===== src/lpi_pkg.sv =====
package lpi_pkg;

  localparam int unsigned CW = 32;
  localparam int unsigned FRAC_BITS_DEF = 16;
  localparam int unsigned FIFO_DEPTH_DEF = 4;
  localparam int unsigned NC = 3;
  localparam int unsigned VW = CW + 1;
  localparam int unsigned NW = 2 * CW + 1;
  localparam int unsigned DNW = 2 * CW + 2;
  localparam int unsigned AW = 2 * CW;
  localparam int unsigned MW = CW;
  localparam int unsigned PW = AW + MW;
  localparam int unsigned QW = CW + 1;
  localparam int unsigned RW = DNW + QW;
  localparam int unsigned SW = CW + 3;

  typedef struct packed {
    logic [NC-1:0][CW-1:0] s;
    logic [NC-1:0][VW-1:0] v;
    logic [NW-1:0]         num;
    logic [DNW-1:0]        den;
  } item_t;

  typedef struct packed {
    logic [RW-1:0] rem;
    logic [QW-1:0] q;
    logic [CW-1:0] s;
    logic          negq;
    logic          sat;
  } lane_t;

  typedef struct packed {
    logic              hit;
    logic [DNW-1:0]    aden;
    lane_t [NC-1:0]    ln;
  } dstage_t;

endpackage


===== src/lpi_fifo.sv =====
module lpi_fifo #(
  parameter int unsigned DEPTH = lpi_pkg::FIFO_DEPTH_DEF
) (
  input  logic           clk_i,
  input  logic           rst_ni,
  input  logic           wr_valid_i,
  output logic           wr_ready_o,
  input  lpi_pkg::item_t wr_data_i,
  output logic           rd_valid_o,
  input  logic           rd_ready_i,
  output lpi_pkg::item_t rd_data_o
);
  import lpi_pkg::*;

  localparam int unsigned PtrW = (DEPTH > 1) ? $clog2(DEPTH) : 1;

  item_t mem_q [DEPTH];
  logic [PtrW-1:0] wp_q, wp_d, rp_q, rp_d;
  logic [PtrW:0]   cnt_q, cnt_d;
  logic push, pop;

  assign wr_ready_o = (cnt_q != (PtrW+1)'(DEPTH));
  assign rd_valid_o = (cnt_q != '0);
  assign rd_data_o  = mem_q[rp_q];
  assign push       = wr_valid_i && wr_ready_o;
  assign pop        = rd_valid_o && rd_ready_i;

  always_comb begin
    wp_d  = wp_q;
    rp_d  = rp_q;
    cnt_d = cnt_q;
    if (push) wp_d = (wp_q == PtrW'(DEPTH - 1)) ? '0 : wp_q + 1'b1;
    if (pop)  rp_d = (rp_q == PtrW'(DEPTH - 1)) ? '0 : rp_q + 1'b1;
    if (push && !pop) cnt_d = cnt_q + 1'b1;
    else if (pop && !push) cnt_d = cnt_q - 1'b1;
  end

  always_ff @(posedge clk_i or negedge rst_ni) begin
    if (!rst_ni) begin
      wp_q  <= '0;
      rp_q  <= '0;
      cnt_q <= '0;
    end else begin
      wp_q  <= wp_d;
      rp_q  <= rp_d;
      cnt_q <= cnt_d;
    end
  end

  always_ff @(posedge clk_i) begin
    if (push) mem_q[wp_q] <= wr_data_i;
  end

endmodule


===== config.mk =====
export PLATFORM = sky130hd
export DESIGN_NAME = lpi_fifo
export DESIGN_NICKNAME = d
export VERILOG_FILES = /design/src/lpi_pkg.sv /design/src/lpi_fifo.sv
export SDC_FILE = /design/constraint.sdc
export NUM_CORES = 1
export LEC_CHECK = 0
export BUFFER_PORTS_ARGS = -buffer_cell sky130_fd_sc_hd__buf_2
export CORE_MARGIN = 10
export CORE_UTILIZATION = 55
export CTS_BUF_LIST = sky130_fd_sc_hd__clkbuf_2
export DETAILED_ROUTE_END_ITERATION = 10
export PLACE_DENSITY = 0.87
export SLEW_MARGIN = 20
export SYNTH_ARGS = -nofsm -noshare
export SYNTH_HDL_FRONTEND = slang
export SYNTH_SLANG_ARGS = --single-unit
export TNS_END_PERCENT = 1

===== constraint.sdc =====
create_clock -name clk_i -period 17 [get_ports clk_i]
set_input_delay 0.85 -clock clk_i [delete_from_list [all_inputs] [get_ports clk_i]]
set_output_delay 0.85 -clock clk_i [all_outputs]
set_load 0.05 [all_outputs]

==> key figures <==
Status
  – Result of the run: finished, final reports clean

Synth
  – Post-synth EDFFs: 1304
  – Synth area leader: edfxtp_1
  – FF+latch count, synth: 1311
  – Synth area leaders: edfxtp_1 82%, mux4_2 15%, buf_12 1.4%
  – Synthesized area: 47800 µm²
  – Fraction of registers with async set/reset: 0.534%
  – Count leader, synth: edfxtp_1
  – Sequential area share after synthesis: 82.3%
  – Share of the synthesized area in the top cell type: 81.9%
  – Synthesized instance count: 1740
  – Syn avg cell area: 27.5 µm²
  – Synth cell types: 19
  – Most frequent cells after synthesis: 1304 x edfxtp_1, 326 x mux4_2, 33 x buf_12
  – Top_reg_cell synth: edfxtp_1
  – Syn. warnings: 0
  – Syn_nets: between 2000 and 2500

Placed design
  – PortBufs: between 600 and 700
  – Pre-CTS setup slack: 11.59 ns
  – HPWL Detailed: ~70 mm
  – GPL Wtd Cong: between 0.8 and 0.9

Worst setup path
  – CP Max Fanout: slightly below 50
  – Critical path origin: rp_q[0]
  – Worst reg2reg path startpoint: cnt_q[0]
  – Reg2reg end: mem_q[3][150]
  – Crit path capture type: primary output
  – Worst Path Required: 16.15 ns
  – Worst setup SP type: flop
  – R2R setup slack: 12.06 ns
  – Crit path arrival time: 5.94 ns
  – CP endpoint: rd_data_o[122]
  – Critical path class: flop to primary output
  – R2r worst-path depth: 6

Timing
  – Final Worst Setup Slack: 10.21 ns
  – Peak Freq: 147 MHz
  – Final Hold Fails: 0
  – Final setup viols: 0
  – Slew headroom: 20.4%
  – Slew Limit Fails: 0
  – Clock Skew: roughly 0.21 ns
  – Least-Margin Pin Slew: 1.19 ns
  – Fin Setup TNS: 0 ns
  – Min cycle time layout: 6.79 ns
  – Final period util: 39.9%
  – Unrepaired setup endpoints after global routing: false

Die
  – Core Region: 86500 µm²
  – Die area: approximately 99000 µm²
  – Total I/O pin count: 658
  – # rows: 108
  – DIE HEIGHT: 315 µm
  – Starting Density: 55.3%
  – Die W: 315 µm

Routing
  – Vias: ~27000
  – First DRT Iteration DRCs: 3101
  – Remaining DRCs: 0
  – Routed len/inst: 29.5 µm
  – Drt via density: around 5.8
  – Final Routed Wirelength: 139 mm
  – DRT Pass-1 Iters: 5
  – Routed Antenna Nets: 0

Power
  – Combinational power share: between 40% and 50%
  – Net switching power: 5.00 mW
  – Total power: 11.4 mW
  – Share of total power in sequential cells: roughly two fifths
  – Switching share of power: 43.8%
  – Pleak: 21.8 nW
  – Pwr Density: between 150 and 200 nW/µm²
  – Worst IR Drop VDD: 0.168 mV
  – Clock network power share: 18.7%
  – Internal: roughly 6.4 mW

Global route
  – Global-route wire length before repair: 202 mm
  – All-Layer GR Usage: around 28%
  – Initial antenna violation count: 21
  – Grt total ovfl: 0
  – Largest net degree at the start of global routing: 149
  – Vias in the first global route: between 20000 and 30000

Clocking
  – Clk pin slew, worst setup/hold paths: 0.11 ns
  – CTS tree: yes
  – Maximum clock insertion buffer count: 4
  – CTS Root Cell: clkbuf_2
  – Sink Count: 1311
  – H-tree levels: 5
  – Post-cts gate resize count: 0
  – Number of buffers created by CTS: between 300 and 400
  – Clk Latency, worst-skew pair: 1.61 ns

Finish
  – Fraction of layout cells with a size suffix above 1: 42.4%
  – Finished Core Util: 70.8%
  – Area grow syn2layout: 28.1%
  – Nets: 3657

Job
  – Maxcap violations: 0

Min path
  – Worst Hold Class: primary input to flop
[critical path, stage by stage (launching register included)]
cell and delay (ns):
dfrtp_4 0.86, buf_4 0.81, buf_4 0.88, buf_4 0.90
mux4_2 0.68, buf_2 0.25
[metrics by stage]
step	cell area (µm²)	hold slack (ns)	std cells
2_1_floorplan	47800	0.475	1740
3_3_place_gp	51900	0.492	3504
3_5_place_dp	51900	0.542	3504
4_1_cts	61100	0.00148	4686
5_1_grt	61200	0.0118	4706
6_report	61200	0.204	4715
[placed cells by master (no fill, tap or decap), drive strengths merged]
cell	n
edfxtp	1304
buf	683
dlygate4sd3	645
clkbuf	457
mux4	326
clkinv	68
diode	27
inv	9
dfrtp	7
ha	6
bufinv	6
mux2	5
nor2	4
and2	4
nand2	2
xor2	2
a21boi	1
or3	1
xnor2	1
fa	1
clkinvlp	1
[flip-flops by register name, summed over array words and instances (netlist names)]
signal / cells
cnt_q: 3
mem_q: 1304
rp_q: 2
wp_q: 2
[what timing repair did]
item | 4_1_cts | 5_1_grt
hold endpoints to repair | 1318 | 3
setup buffers | 0 | 0
endpoints found under the setup margin | 0 | 0
hold buffers | 644 | 1
[cells by family after synthesis]
family	synth area share, %
DFF	82.3
buffers and inverters	1.87
and+or+nand+nor	0.113
adders and majority gates	0.199
AOI/OAI and AO/OA	0.0157
xor gates and xnor gates	0.0550
muxes	15.5
[layer usage]
layer,up-vias,part of all wire (%),GRT usage (%)
met2,2157,53,47.9
met3,467,9.9,8.04
met4,0,6.5,17.4
li1,10975,-,-
met1,13847,31,30.3
met5,-,0,0
[power groups by stage]
stage	Clock [mW]	Combinational (mW)	Sequential, mW
floorplan	0	3.62	4.65
global placement	0	4.46	4.48
detailed placement	0	4.52	4.55
CTS	2.02	4.66	4.47
global route	2.31	4.89	4.56
finish	2.13	4.76	4.52
[final cells by class]
class                           count  area, µm²
Inverter                            3       11.3
Clock inverter                     81        475
Timing Repair Buffer             1328      10000
Sequential cell                  1311      39300
Antenna cell                       27       67.6
Fill cell                        4760      25300
Tap cell                         1155       1450
Clock buffer                      457       2290
Multi-Input combinational cell    353       7590
[worst min path at each step]
stage                        start             to  cells past startpoint  slack (ns)
floorplan                 cnt_q[2]       cnt_q[2]                      1        0.48
global placement          cnt_q[2]       cnt_q[2]                      1        0.49
detailed placement        cnt_q[2]       cnt_q[2]                      1        0.54
CTS                 wr_data_i[289]  mem_q[3][289]                      2       0.001
global route        wr_data_i[215]  mem_q[0][215]                      2        0.01
finish              wr_data_i[289]  mem_q[1][289]                      2        0.20
Note: power is estimated with default switching activity, not from simulation.
